**config.mk**
```make
export PLATFORM = sky130hd
export DESIGN_NAME = fold_hold_crush_audio_chain
export DESIGN_NICKNAME = d
export VERILOG_FILES = /design/src/hw/rtl/fhc_pkg.sv /design/src/hw/rtl/fold_hold_crush_audio_chain.sv /design/src/hw/rtl/fhc_fold.sv /design/src/hw/rtl/fhc_crush.sv /design/src/hw/rtl/fhc_hold.sv
export SDC_FILE = /design/constraint.sdc
export NUM_CORES = 1
export LEC_CHECK = 0
export ABC_AREA = 1
export BUFFER_PORTS_ARGS = -buffer_cell sky130_fd_sc_hd__buf_2
export CORE_MARGIN = 2
export CORE_UTILIZATION = 59
export DETAILED_ROUTE_END_ITERATION = 16
export PLACE_DENSITY_LB_ADDON = 0.3
export SLEW_MARGIN = 40
export SYNTH_ARGS = -nofsm -noshare
export SYNTH_HDL_FRONTEND = slang
export SYNTH_SLANG_ARGS = --single-unit
```
**constraint.sdc**
```tcl
create_clock -name clk -period 12.3 [get_ports clk]
set_clock_uncertainty 0.05 [all_clocks]
set_input_delay 2.46 -clock clk [delete_from_list [all_inputs] [get_ports clk]]
set_output_delay 2.46 -clock clk [all_outputs]
set_load 0.01 [all_outputs]
```
**src/hw/rtl/fhc_pkg.sv**
```systemverilog
`timescale 1ns / 1ps
// fhc_pkg: shared types, widths, register codes and saturation helper
// for the fold / hold / crush audio chain; no dependencies
package fhc_pkg;

  localparam int SAMPLE_W = 24;
  localparam int OFFSET_W = 21;
  localparam int HLEN_W   = 13;
  localparam int SHIFT_W  = 5;
  localparam int CFG_W    = 21;
  localparam int REG_IDX_W = 2;
  localparam int LANES    = 2;
  localparam int WIDE_W   = 27;
  localparam int STEP_W   = 9;
  localparam int STEP_SHIFT = 15;

  localparam logic signed [WIDE_W-1:0] ONE_Q20 = 27'sd1048576;
  localparam logic signed [WIDE_W-1:0] TWO_Q20 = 27'sd2097152;
  localparam logic signed [WIDE_W-1:0] S24_MAX = 27'sd8388607;
  localparam logic signed [WIDE_W-1:0] S24_MIN = -27'sd8388608;

  typedef logic signed [SAMPLE_W-1:0] sample_t;
  typedef logic signed [WIDE_W-1:0]   wide_t;

  typedef enum logic [REG_IDX_W-1:0] {
    REG_RECT_OFFSET  = 2'd0,
    REG_HOLD_LENGTH  = 2'd1,
    REG_SHIFT_AMOUNT = 2'd2,
    REG_CRUSH_ENABLE = 2'd3
  } reg_idx_t;

  typedef struct packed {
    logic [SHIFT_W-1:0] shift_amount;
    logic               crush_enable;
  } crush_cfg_t;

  typedef struct packed {
    logic [OFFSET_W-1:0] rect_offset;
    logic [HLEN_W-1:0]   hold_length;
    crush_cfg_t          crush;
  } cfg_t;

  function automatic sample_t sat_s24(input wide_t v);
    sample_t r;
    if (v > S24_MAX) begin
      r = S24_MAX[SAMPLE_W-1:0];
    end else if (v < S24_MIN) begin
      r = S24_MIN[SAMPLE_W-1:0];
    end else begin
      r = v[SAMPLE_W-1:0];
    end
    return r;
  endfunction

endpackage

```
**src/hw/rtl/fold_hold_crush_audio_chain.sv**
```systemverilog
`timescale 1ns / 1ps
// fold_hold_crush_audio_chain: top level, config registers, per-lane fold and
// crush, sample-and-hold, output register with skid; depends on fhc_pkg and submodules
//
//  channel | ports                              | direction
//  --------+------------------------------------+----------
//  input   | in_valid in_stall in_left_in ...   | frame in
//  result  | out_valid out_stall out_left_out.. | frame out
//  config  | cfg_wr_en cfg_index cfg_wdata      | write only
//
// one frame per cycle while in_stall is low; the result is registered in the output register, or in the skid entry
// while the output is stalled; the whole chain is one combinational pass into the output register
// a skid register takes one frame while the output is stalled; in_stall
// rises only when that skid entry is full
// synchronous reset clears config (hold length goes to one), hold counter, held samples and valids
module fold_hold_crush_audio_chain #(
  parameter int HOLD_MAX = 4096,
  parameter int CHANNELS = 2
) (
  input  logic                                clk,
  input  logic                                rst_n,
  input  logic                                in_valid,
  output logic                                in_stall,
  input  fhc_pkg::sample_t                    in_left_in,
  input  fhc_pkg::sample_t                    in_right_in,
  output logic                                out_valid,
  input  logic                                out_stall,
  output fhc_pkg::sample_t                    out_left_out,
  output fhc_pkg::sample_t                    out_right_out,
  input  logic                                cfg_wr_en,
  input  logic [fhc_pkg::REG_IDX_W-1:0]       cfg_index,
  input  logic [fhc_pkg::CFG_W-1:0]           cfg_wdata
);

  fhc_pkg::cfg_t    cfg_r;
  fhc_pkg::sample_t in_frame  [fhc_pkg::LANES];
  fhc_pkg::sample_t folded    [fhc_pkg::LANES];
  fhc_pkg::sample_t held      [fhc_pkg::LANES];
  fhc_pkg::sample_t result    [fhc_pkg::LANES];
  fhc_pkg::sample_t out_data_r  [fhc_pkg::LANES];
  fhc_pkg::sample_t skid_data_r [fhc_pkg::LANES];
  logic             out_valid_r;
  logic             skid_valid_r;
  logic             in_acc;
  logic             out_free;
  logic             capture;

  // config registers
  always_ff @(posedge clk) begin
    if (!rst_n) begin
      cfg_r.rect_offset        <= '0;
      cfg_r.hold_length        <= fhc_pkg::HLEN_W'(1);
      cfg_r.crush.shift_amount <= '0;
      cfg_r.crush.crush_enable <= 1'b0;
    end else if (cfg_wr_en) begin
      unique case (fhc_pkg::reg_idx_t'(cfg_index))
        fhc_pkg::REG_RECT_OFFSET: begin
          cfg_r.rect_offset <= cfg_wdata[fhc_pkg::OFFSET_W-1:0];
        end
        fhc_pkg::REG_HOLD_LENGTH: begin
          cfg_r.hold_length <= cfg_wdata[fhc_pkg::HLEN_W-1:0];
        end
        fhc_pkg::REG_SHIFT_AMOUNT: begin
          cfg_r.crush.shift_amount <= cfg_wdata[fhc_pkg::SHIFT_W-1:0];
        end
        fhc_pkg::REG_CRUSH_ENABLE: begin
          cfg_r.crush.crush_enable <= cfg_wdata[0];
        end
      endcase
    end
  end

  assign in_frame[0] = in_left_in;
  assign in_frame[1] = in_right_in;

  for (genvar c = 0; c < fhc_pkg::LANES; c++) begin : g_fold
    fhc_fold u_fold (
      .x           (in_frame[c]),
      .rect_offset (cfg_r.rect_offset),
      .y           (folded[c])
    );
  end

  fhc_hold #(
    .HOLD_MAX (HOLD_MAX),
    .CHANNELS (CHANNELS)
  ) u_hold (
    .clk         (clk),
    .rst_n       (rst_n),
    .advance     (in_acc),
    .hold_length (cfg_r.hold_length),
    .folded      (folded),
    .held        (held),
    .capture     (capture)
  );

  for (genvar c = 0; c < fhc_pkg::LANES; c++) begin : g_crush
    fhc_crush u_crush (
      .x   (held[c]),
      .cfg (cfg_r.crush),
      .y   (result[c])
    );
  end

  // output register with one skid entry
  assign in_stall = skid_valid_r;
  assign in_acc   = in_valid && !skid_valid_r;
  assign out_free = !out_valid_r || !out_stall;

  always_ff @(posedge clk) begin
    if (!rst_n) begin
      out_valid_r  <= 1'b0;
      skid_valid_r <= 1'b0;
    end else if (skid_valid_r) begin
      if (out_free) begin
        out_valid_r  <= 1'b1;
        skid_valid_r <= 1'b0;
      end
    end else if (out_free) begin
      out_valid_r <= in_acc;
    end else if (in_acc) begin
      skid_valid_r <= 1'b1;
    end
  end

  always_ff @(posedge clk) begin
    if (skid_valid_r) begin
      if (out_free) begin
        out_data_r <= skid_data_r;
      end
    end else if (out_free) begin
      if (in_acc) begin
        out_data_r <= result;
      end
    end else if (in_acc) begin
      skid_data_r <= result;
    end
  end

  assign out_valid     = out_valid_r;
  assign out_left_out  = out_data_r[0];
  assign out_right_out = out_data_r[1];

  a_skid_implies_out: assert property (@(posedge clk) disable iff (!rst_n)
    skid_valid_r |-> out_valid_r)
    else $error("skid entry full while output register empty");

  a_accept_lands: assert property (@(posedge clk) disable iff (!rst_n)
    (in_acc && out_free) |=> out_valid_r)
    else $error("accepted transaction did not reach output register");

  a_short_hold_captures: assert property (@(posedge clk) disable iff (!rst_n)
    (in_acc && (cfg_r.hold_length == fhc_pkg::HLEN_W'(0) ||
                cfg_r.hold_length == fhc_pkg::HLEN_W'(1))) |-> capture)
    else $error("hold length of one did not capture every frame");

  a_reset_clears: assert property (@(posedge clk)
    !rst_n |=> (!out_valid_r && !skid_valid_r))
    else $error("valids not cleared by reset");

endmodule

```
**src/hw/rtl/fhc_fold.sv**
```systemverilog
`timescale 1ns / 1ps
// fhc_fold: reflects a sample lying below offset minus one about that point, with saturation
// depends on fhc_pkg
module fhc_fold (
  input  fhc_pkg::sample_t                  x,
  input  logic [fhc_pkg::OFFSET_W-1:0]      rect_offset,
  output fhc_pkg::sample_t                  y
);

  fhc_pkg::wide_t xe;
  fhc_pkg::wide_t oe;
  fhc_pkg::wide_t d;
  fhc_pkg::wide_t r;

  always_comb begin
    xe = fhc_pkg::WIDE_W'(x);
    oe = $signed({{(fhc_pkg::WIDE_W - fhc_pkg::OFFSET_W){1'b0}}, rect_offset});
    d  = xe - oe;
    if (d < -fhc_pkg::ONE_Q20) begin
      r = oe - d - fhc_pkg::TWO_Q20;
    end else begin
      r = xe;
    end
    y = fhc_pkg::sat_s24(r);
  end

endmodule

```
**src/hw/rtl/fhc_crush.sv**
```systemverilog
`timescale 1ns / 1ps
// fhc_crush: 1/32-step truncation, wrap to low bits, average with input;
// passes the input through when crush_enable is low; depends on fhc_pkg
module fhc_crush (
  input  fhc_pkg::sample_t   x,
  input  fhc_pkg::crush_cfg_t cfg,
  output fhc_pkg::sample_t   y
);

  fhc_pkg::sample_t                    fl;
  logic signed [fhc_pkg::STEP_W-1:0]   step;
  logic signed [31:0]                  s32;
  logic signed [31:0]                  up;
  logic signed [31:0]                  wrapped;
  logic signed [fhc_pkg::STEP_W-1:0]   w;
  fhc_pkg::wide_t                      sum;

  always_comb begin
    // truncate toward zero: floor, then bump negatives with a remainder
    fl   = x >>> fhc_pkg::STEP_SHIFT;
    step = fl[fhc_pkg::STEP_W-1:0] +
           $signed({{(fhc_pkg::STEP_W-1){1'b0}},
                    (x[fhc_pkg::SAMPLE_W-1] & (|x[fhc_pkg::STEP_SHIFT-1:0]))});
    s32     = 32'(step);
    up      = s32 <<< cfg.shift_amount;
    wrapped = up >>> cfg.shift_amount;
    w       = wrapped[fhc_pkg::STEP_W-1:0];
    sum = $signed({{(fhc_pkg::WIDE_W - fhc_pkg::STEP_W - fhc_pkg::STEP_SHIFT){w[fhc_pkg::STEP_W-1]}},
                   w, {fhc_pkg::STEP_SHIFT{1'b0}}}) + fhc_pkg::WIDE_W'(x);
    if (cfg.crush_enable) begin
      y = fhc_pkg::sat_s24(sum >>> 1);
    end else begin
      y = x;
    end
  end

endmodule

```
**src/hw/rtl/fhc_hold.sv**
```systemverilog
`timescale 1ns / 1ps
// fhc_hold: frame counter and held samples for sample-and-hold
// depends on fhc_pkg
module fhc_hold #(
  parameter int HOLD_MAX = 4096,
  parameter int CHANNELS = 2
) (
  input  logic                          clk,
  input  logic                          rst_n,
  input  logic                          advance,
  input  logic [fhc_pkg::HLEN_W-1:0]    hold_length,
  input  fhc_pkg::sample_t              folded [fhc_pkg::LANES],
  output fhc_pkg::sample_t              held   [fhc_pkg::LANES],
  output logic                          capture
);

  localparam int CNT_W = $clog2(HOLD_MAX);
  localparam int LEN_W = (CNT_W + 1 > fhc_pkg::HLEN_W) ? CNT_W + 1 : fhc_pkg::HLEN_W;

  logic [CNT_W-1:0] count_r;
  logic [CNT_W-1:0] count_nxt;
  logic [LEN_W-1:0] len;
  logic [LEN_W-1:0] len_raw;
  logic [LEN_W-1:0] nxt;

  always_comb begin
    len_raw = LEN_W'(hold_length);
    if (len_raw == '0) begin
      len = LEN_W'(1);
    end else if (len_raw > LEN_W'(HOLD_MAX)) begin
      len = LEN_W'(HOLD_MAX);
    end else begin
      len = len_raw;
    end
    nxt       = LEN_W'(count_r) + LEN_W'(1);
    capture   = (nxt >= len);
    count_nxt = capture ? '0 : nxt[CNT_W-1:0];
  end

  always_ff @(posedge clk) begin
    if (!rst_n) begin
      count_r <= '0;
    end else if (advance) begin
      count_r <= count_nxt;
    end
  end

  for (genvar c = 0; c < fhc_pkg::LANES; c++) begin : g_lane
    if (c < CHANNELS) begin : g_held
      fhc_pkg::sample_t held_r;
      always_ff @(posedge clk) begin
        if (!rst_n) begin
          held_r <= '0;
        end else if (advance && capture) begin
          held_r <= folded[c];
        end
      end
      assign held[c] = capture ? folded[c] : held_r;
    end else begin : g_pass
      assign held[c] = folded[c];
    end
  end

endmodule

```
Yosys cells after proc, flatten, opt, wreduce, memory -nomap -nowiden
Index checks and enable logic that the tools add are counted.
{ "word_totals": {"register_bits": 198, "inputBits": 76, "word_cells": 92} }
{ "classes": {"reduce_logical": 17, "muxes": 28, "bitwise_logic": 4, "magnitude_cmp": 12, "n_shift": 4, "n_eq_ne": 3, "n_addsub": 11} }
{ "ops": {"columns": ["cell", "n"], "rows": [
  ["24-bit 2-to-1 mux", 12],
  ["48-bit 2-to-1 mux", 4],
  ["9-bit by 5-bit <<< shifter with 32-bit output", 2],
  ["32-bit by 5-bit >>> shifter with 9-bit output", 2],
  ["27-bit by 24-bit greater-than comparator with 1-bit output (second input constant)", 2],
  ["27-bit by 21-bit < comparator with 1-bit output (second input constant)", 2],
  ["27-bit by 24-bit < comparator with 1-bit output (second input constant)", 2],
  ["27-bit 2-to-1 mux", 2],
  ["22-bit by 27-bit subtractor with 27-bit output", 2],
  ["27-bit by 23-bit subtractor with 27-bit output (second input constant)", 2],
  ["24-bit by 24-bit adder with 25-bit output", 2],
  ["24-bit by 22-bit subtractor with 25-bit output", 2],
  ["24-bit greater-than comparator (second input constant)", 2],
  ["24-bit < comparator (second input constant)", 2],
  ["15-bit OR reduction", 2],
  ["13-bit 2-to-1 mux", 2],
  ["9-bit by 2-bit adder with 9-bit output", 2],
  ["12-bit by 1-bit adder with 13-bit output (second input constant)", 1],
  ["13-bit greater-or-equal comparator", 1],
  ["13-bit greater-than comparator (second input constant)", 1],
  ["13-bit zero test", 1],
  ["12-bit 2-to-1 mux", 1],
  ["2-bit AND reduction", 5],
  ["1-bit 2-to-1 mux", 7],
  ["10 further kinds", 16]
]} }

Longest topological paths before layout
{ "depth": {"ltp_word": 21, "depth_mapped": 67} }

Hierarchy
Synthesis repeated with hierarchy kept, for this count alone.
{ "hier_totals": {"cells_unflattened": 3621, "hier_area_um2": 22001.1} }
{ "modules_own_cells": {"columns": ["mod", "instances", "seq_area_each_um2", "area_each_um2", "cells_each"], "rows": [
  ["fold_hold_crush_audio_chain", 1, 3723.6, 5300.1, 523],
  ["fhc_hold", 1, 1201.2, 3875.0, 625],
  ["fhc_fold at g_fold[1].u_fold", 1, 0.0, 3335.7, 623],
  ["fhc_fold at g_fold[0].u_fold", 1, 0.0, 3331.9, 623],
  ["fhc_crush at g_crush[1].u_crush", 1, 0.0, 3154.3, 611],
  ["fhc_crush at g_crush[0].u_crush", 1, 0.0, 3004.1, 616]
]} }

Least setup slack after synthesis
OpenSTA, ideal clock, no wires.
{ "synth_timing": {"kind": "input port to flip-flop", "start": "input port in_right_in[2]", "end": "register out_data_r, in the netlist out_right_out[22] (data pin)", "setup_ns": 0.253, "n_path_buf": 3, "t_required_ns": 11.997, "setup_slack_ns": 2.638, "t_arrival_ns": 9.359, "path_stages": 60, "cell_sequence": "ha_1 nand2_1 nand2_1 inv_2 nand2_1 nand2_1 nand2_1 a21oi_1 o21bai_1 a21oi_1 xor2_1 ha_1 nand2_1 nor2_1 and2_1 nand4_1 nand3_1 inv_1 [... 24 more ...] nand3_1 nand2_1 nand2_1 nand3_2 nand2_1 nand2_1 nand2_1 fa_1 o21ai_0 a21oi_1 o21bai_1 a21oi_1 nor2_1 nor2_1 xor2_1 o21ai_0 nand2_1 nand2_1"} }
{ "synth_via": {"elab_chain_len": 21} }
{ "synth_rtl": {"columns": ["item", "line", "text"], "rows": [
  ["start, declared", "fold_hold_crush_audio_chain.sv:25", "input fhc_pkg::sample_t in_right_in,"],
  ["24-bit by 22-bit subtractor with 25-bit output", "fhc_fold.sv:18", "d = xe - oe;"],
  ["22-bit by 27-bit subtractor with 27-bit output", "fhc_fold.sv:20", "r = oe - d - fhc_pkg::TWO_Q20;"],
  ["27-bit by 23-bit subtractor with 27-bit output", "fhc_fold.sv:20", null],
  ["27-bit 2-to-1 mux *", "fhc_fold.sv:19", "if (d < -fhc_pkg::ONE_Q20) begin"],
  ["27-bit by 24-bit < comparator with 1-bit output", "fhc_pkg.sv:47", "end else if (v < S24_MIN) begin"],
  ["24-bit 2-to-1 mux", "fhc_pkg.sv:47", null],
  ["24-bit 2-to-1 mux *", "fhc_pkg.sv:45", "if (v > S24_MAX) begin"],
  ["24-bit 2-to-1 mux *", "fhc_hold.sv:58", "assign held[c] = capture ? folded[c] : held_r;"],
  ["[... 6 more ...]", null, null],
  ["24-bit < comparator", "fhc_pkg.sv:47", null],
  ["24-bit 2-to-1 mux", "fhc_pkg.sv:47", null],
  ["24-bit 2-to-1 mux", "fhc_pkg.sv:45", null],
  ["24-bit 2-to-1 mux *", "fhc_crush.sv:30", "if (cfg.crush_enable) begin"],
  ["via g_crush[1].u_crush.y[22]", "fhc_crush.sv:7", "output fhc_pkg::sample_t y"],
  ["48-bit 2-to-1 mux *", "fold_hold_crush_audio_chain.sv:132", "if (in_acc) begin"],
  ["48-bit 2-to-1 mux *", "fold_hold_crush_audio_chain.sv:131", "end else if (out_free) begin"],
  ["48-bit 2-to-1 mux *", "fold_hold_crush_audio_chain.sv:127", "if (skid_valid_r) begin"],
  ["end signal, assigned", "fold_hold_crush_audio_chain.sv:129", "out_data_r <= skid_data_r;"],
  ["end signal, assigned", "fold_hold_crush_audio_chain.sv:133", "out_data_r <= result;"],
  ["end, declared", "fold_hold_crush_audio_chain.sv:40", "fhc_pkg::sample_t out_data_r [fhc_pkg::LANES];"]
]} }
The timed path passes the listed nets; every way through them passes the cells marked *. The select of a mux whose other input is x is not followed.
A chain may end at the register's enable or synchronous reset.

Worst setup path in the final report
{ "layout_timing": {"start": "input port in_left_in[0]", "end": "register out_data_r, in the netlist out_left_out[22] (data pin)"} }
{ "layout_via": {"elab_chain_len": 21} }
{ "layout_rtl": {"columns": ["item", "line", "text"], "rows": [
  ["start, declared", "fold_hold_crush_audio_chain.sv:24", "input fhc_pkg::sample_t in_left_in,"],
  ["24-bit by 22-bit subtractor with 25-bit output", "fhc_fold.sv:18", null],
  ["22-bit by 27-bit subtractor with 27-bit output", "fhc_fold.sv:20", null],
  ["27-bit by 23-bit subtractor with 27-bit output", "fhc_fold.sv:20", null],
  ["27-bit 2-to-1 mux *", "fhc_fold.sv:19", null],
  ["27-bit by 24-bit < comparator with 1-bit output", "fhc_pkg.sv:47", null],
  ["24-bit 2-to-1 mux", "fhc_pkg.sv:47", null],
  ["24-bit 2-to-1 mux *", "fhc_pkg.sv:45", null],
  ["24-bit 2-to-1 mux *", "fhc_hold.sv:58", null],
  ["[... 6 more ...]", null, null],
  ["24-bit < comparator", "fhc_pkg.sv:47", null],
  ["24-bit 2-to-1 mux", "fhc_pkg.sv:47", null],
  ["24-bit 2-to-1 mux", "fhc_pkg.sv:45", null],
  ["24-bit 2-to-1 mux *", "fhc_crush.sv:30", null],
  ["via g_crush[0].u_crush.y[22]", "fhc_crush.sv:7", null],
  ["48-bit 2-to-1 mux *", "fold_hold_crush_audio_chain.sv:132", null],
  ["48-bit 2-to-1 mux *", "fold_hold_crush_audio_chain.sv:131", null],
  ["48-bit 2-to-1 mux *", "fold_hold_crush_audio_chain.sv:127", null]
]} }
Marks and branches as above.

==> flow_metrics.py <==
metrics = {
    "run_status": {
        "status": "finished, final reports clean",
    },
    "finish": {
        "final_nets": 3527,
        "area_growth_pct": 6.61,
        "design_area_um2": 22000,
        "final_cell_mix": "1022 x nand2_1, 489 x nand3_1, 313 x inv_1",
        "fillers": 3279,
        "drive_gt1_share_pct": 9.47,
        "layout_commonest_cell": "nand2_1",
        "fin_util_pct": 63.7,
        "antenna_cells": 0,
    },
    "cts": {
        "cts_made_buffers": 17,
        "clkLatencyLatePin_ns": 0.48,
        "clock_sinks": 198,
        "hold_buffers": 0,
        "clock_path_buffers": 2,
        "htree_num_levels": 4,
        "post-cts-setup-buffers": 0,
        "clk_pin_slew_ns": 0.09,
        "clockRootBuffer": "clkbuf_16",
        "post_cts_resized": 0,
        "cts_tree": "built",
    },
    "placement": {
        "port_buffers": 125,
        "place.gp.congestion": 1.03,
        "dp_hpwl_um": 55300,
        "place_area_um2": 21400,
    },
    "yosys": {
        "syn_area_um2": 20600,
        "synth_fa_ha_area_share_pct": 7.85,
        "synth_xor_area_share_pct": 4.24,
        "synth_edf_count": 96,
        "synthArstFlopShare_pct": 0,
        "ys.flop_type": "dfxtp_1",
        "synth_warnings": 0,
        "synthSimpleGateAreaFrac_pct": 40.5,
        "netlist_instances": 3312,
        "synth_compound_area_share_pct": 13.7,
        "synthMuxAreaShare_pct": 0.242,
        "synth_nets": 3514,
        "synth_top_family_by_area": "simple AND/OR/NAND/NOR gates",
        "ys_ff_latch": 198,
        "syn_avg_cell_area_um2": 6.23,
        "yosysUniqueCellTypes": 55,
        "ys_seq_area_share_pct": 23.8,
    },
    "power": {
        "p_leak_nw": 10.8,
        "p_total_mw": 3.70,
        "ir_drop_uv": 119,
        "p_per_area_nw_per_um2": 168,
    },
    "sta": {
        "finalSetupTns_ns": 0,
        "finalMaxSlewViolations": 0,
        "min_period_ns": 11.26,
        "hold_violations": 0,
        "slew_headroom_pct": 43.6,
        "finalCritPeriodShare_pct": 91.6,
        "finalSetupViolCount": 0,
        "max_freq_mhz": 88.8,
        "worst_pin_slew_ns": 0.846,
        "rsz0062_at_grt": "no",
    },
    "floorplanning": {
        "die_h_um": 191,
        "initial_core_util_pct": 59.8,
        "num_rows": 68,
        "die_w_um": 191,
        "core_um2": 34500,
        "die_area_um2": 36500,
        "ioPinCount": 126,
    },
    "worst_setup_path": {
        "cp.arrival_ns": 11.55,
        "path_delay_family": "simple AND/OR/NAND/NOR gates",
        "path_depth": 55,
        "cp_common_cell": "nand2_1",
        "crit_path_max_incr_delay_ns": 0.45,
        "slowest_stage": "fa_1",
        "rr_endpoint": "out_left_out[22]$_DFFE_PP_",
        "path_buf_inv": 4,
        "rrSetupSlack_ns": 2.35,
        "path_max_fanout": 35,
        "critPathKind": "input pin to register",
        "r2r-start": "cfg_r[31]$_SDFFE_PN0P_",
        "ff2ff_path_depth": 54,
        "cp-start-kind": "input pin",
        "critPathRequiredTime_ns": 12.59,
        "endpoint_kind": "register",
    },
    "detailed_routing": {
        "wirelength_um": 71900,
        "vias": 23173,
        "drt_iter0_markers": 2807,
        "detail_route.vias_per_cell": 6.11,
        "drc": 0,
        "ant_nets": 0,
        "detail_route.first_pass.iterations": 14,
        "routedWlPerCell_um": 19.0,
    },
    "worst_hold_path": {
        "holdPathEnd": "u_hold.count_r[7]$_SDFFE_PN0P_",
        "min_path_cells": 2,
        "hold_class": "register to register",
        "hold_start": "u_hold.count_r[7]$_SDFFE_PN0P_",
    },
    "global_routing": {
        "grt_use_total_pct": 39.0,
        "grt_pass1_wl_um": 112000,
        "grt-ovfl-total": 0,
        "antenna_found_initial": 0,
        "grt_max_degree": 80,
        "grt_pass1_vias": 21006,
    },
    "flow_run": {
        "maxCapViolCount": 0,
    },
}
==> metal layers <==
layer	track usage, %	vias to the layer above	wire length (µm)
li1	-	11069	-
met1	52.0	10537	29200
met2	62.4	1377	32100
met3	5.73	190	7190
met4	17.4	0	3350
met5	0	-	0
==> sequential cells by signal, summed over array words and instances, names as in the netlist <==
name,count
out_valid,1
u_hold.g_lane.g_held.held_r,48
in_stall,1
skid_data_r,48
u_hold.count_r,12
out_right_out,24
out_left_out,24
cfg_r,40
==> cells in the mapped netlist, types with 62 or more instances <==
library cell | n | area share (%)
nor2_1 | 166 | 3.0
o21ai_0 | 231 | 5.6
clkbuf_1 | 75 | 1.4
inv_1 | 315 | 5.7
ha_1 | 120 | 7.3
dfxtp_1 | 102 | 9.9
nand2_1 | 1022 | 19
xor2_1 | 62 | 2.6
edfxtp_1 | 96 | 14
a21oi_1 | 180 | 4.4
nand4_1 | 63 | 1.9
nand3_1 | 490 | 12
==> power by group <==
group / total (mW) / internal (mW) / switching [mW]
clock network: 0.616 / 0.287 / 0.329
logic: 2.21 / 0.684 / 1.52
registers: 0.877 / 0.834 / 0.0432
==> layout make-up <==
type                    count  area, µm²  share of cell area (%)
repair buffers            150        820                    3.72
flip-flops and latches    198       4930                    22.4
inverters                 336       1260                    5.75
clock buffers              17        425                    1.93
well taps                 455        569                    2.59
clock inverters            15        221                    1.01
multi-input cells        2622      13800                    62.6
==> worst max-delay path by stage <==
stage,startpoint,to,slack (ns)
final,in_left_in[0],out_left_out[22]$_DFFE_PP_,1.04
after global routing,in_right_in[2],out_right_out[22]$_DFFE_PP_,0.17
after CTS,in_right_in[2],out_right_out[22]$_DFFE_PP_,1.07
after detailed placement,in_right_in[2],out_right_out[22]$_DFFE_PP_,0.60
after global placement,in_right_in[2],out_right_out[22]$_DFFE_PP_,0.69
after floorplan,in_right_in[2],out_right_out[22]$_DFFE_PP_,2.64
==> per-stage QoR <==
stage               setup slack (ns)  std cells  hold WS, ns
floorplan                       2.64       3312        0.395
global placement               0.688       3761        0.406
detailed placement             0.597       3761        0.409
CTS                             1.07       3793        0.422
global route                   0.170       3793        0.450
finish                          1.04       3793        0.425
==> worst reg2reg max path, delay by kind of cell, from the launching register on <==
family                     cells  cell delay, ns
and+or+nand+nor               34            4.50
AOI/OAI and AO/OA             12            2.66
adders and majority gates      4            1.46
DFF                            1            0.56
buffers and inverters          3            0.44
xor gates and xnor gates       1            0.13
==> cells by family (layout without fill, tap and decap cells) <==
kind of cell,after synthesis,after routing
AOI/OAI and AO/OA,514,514
xor gates and xnor gates,100,100
muxes,5,5
and+or+nand+nor,1877,1877
buffers and inverters,492,518
DFF,198,198
adders and majority gates,126,126
Power figures use the tool's default switching activity.
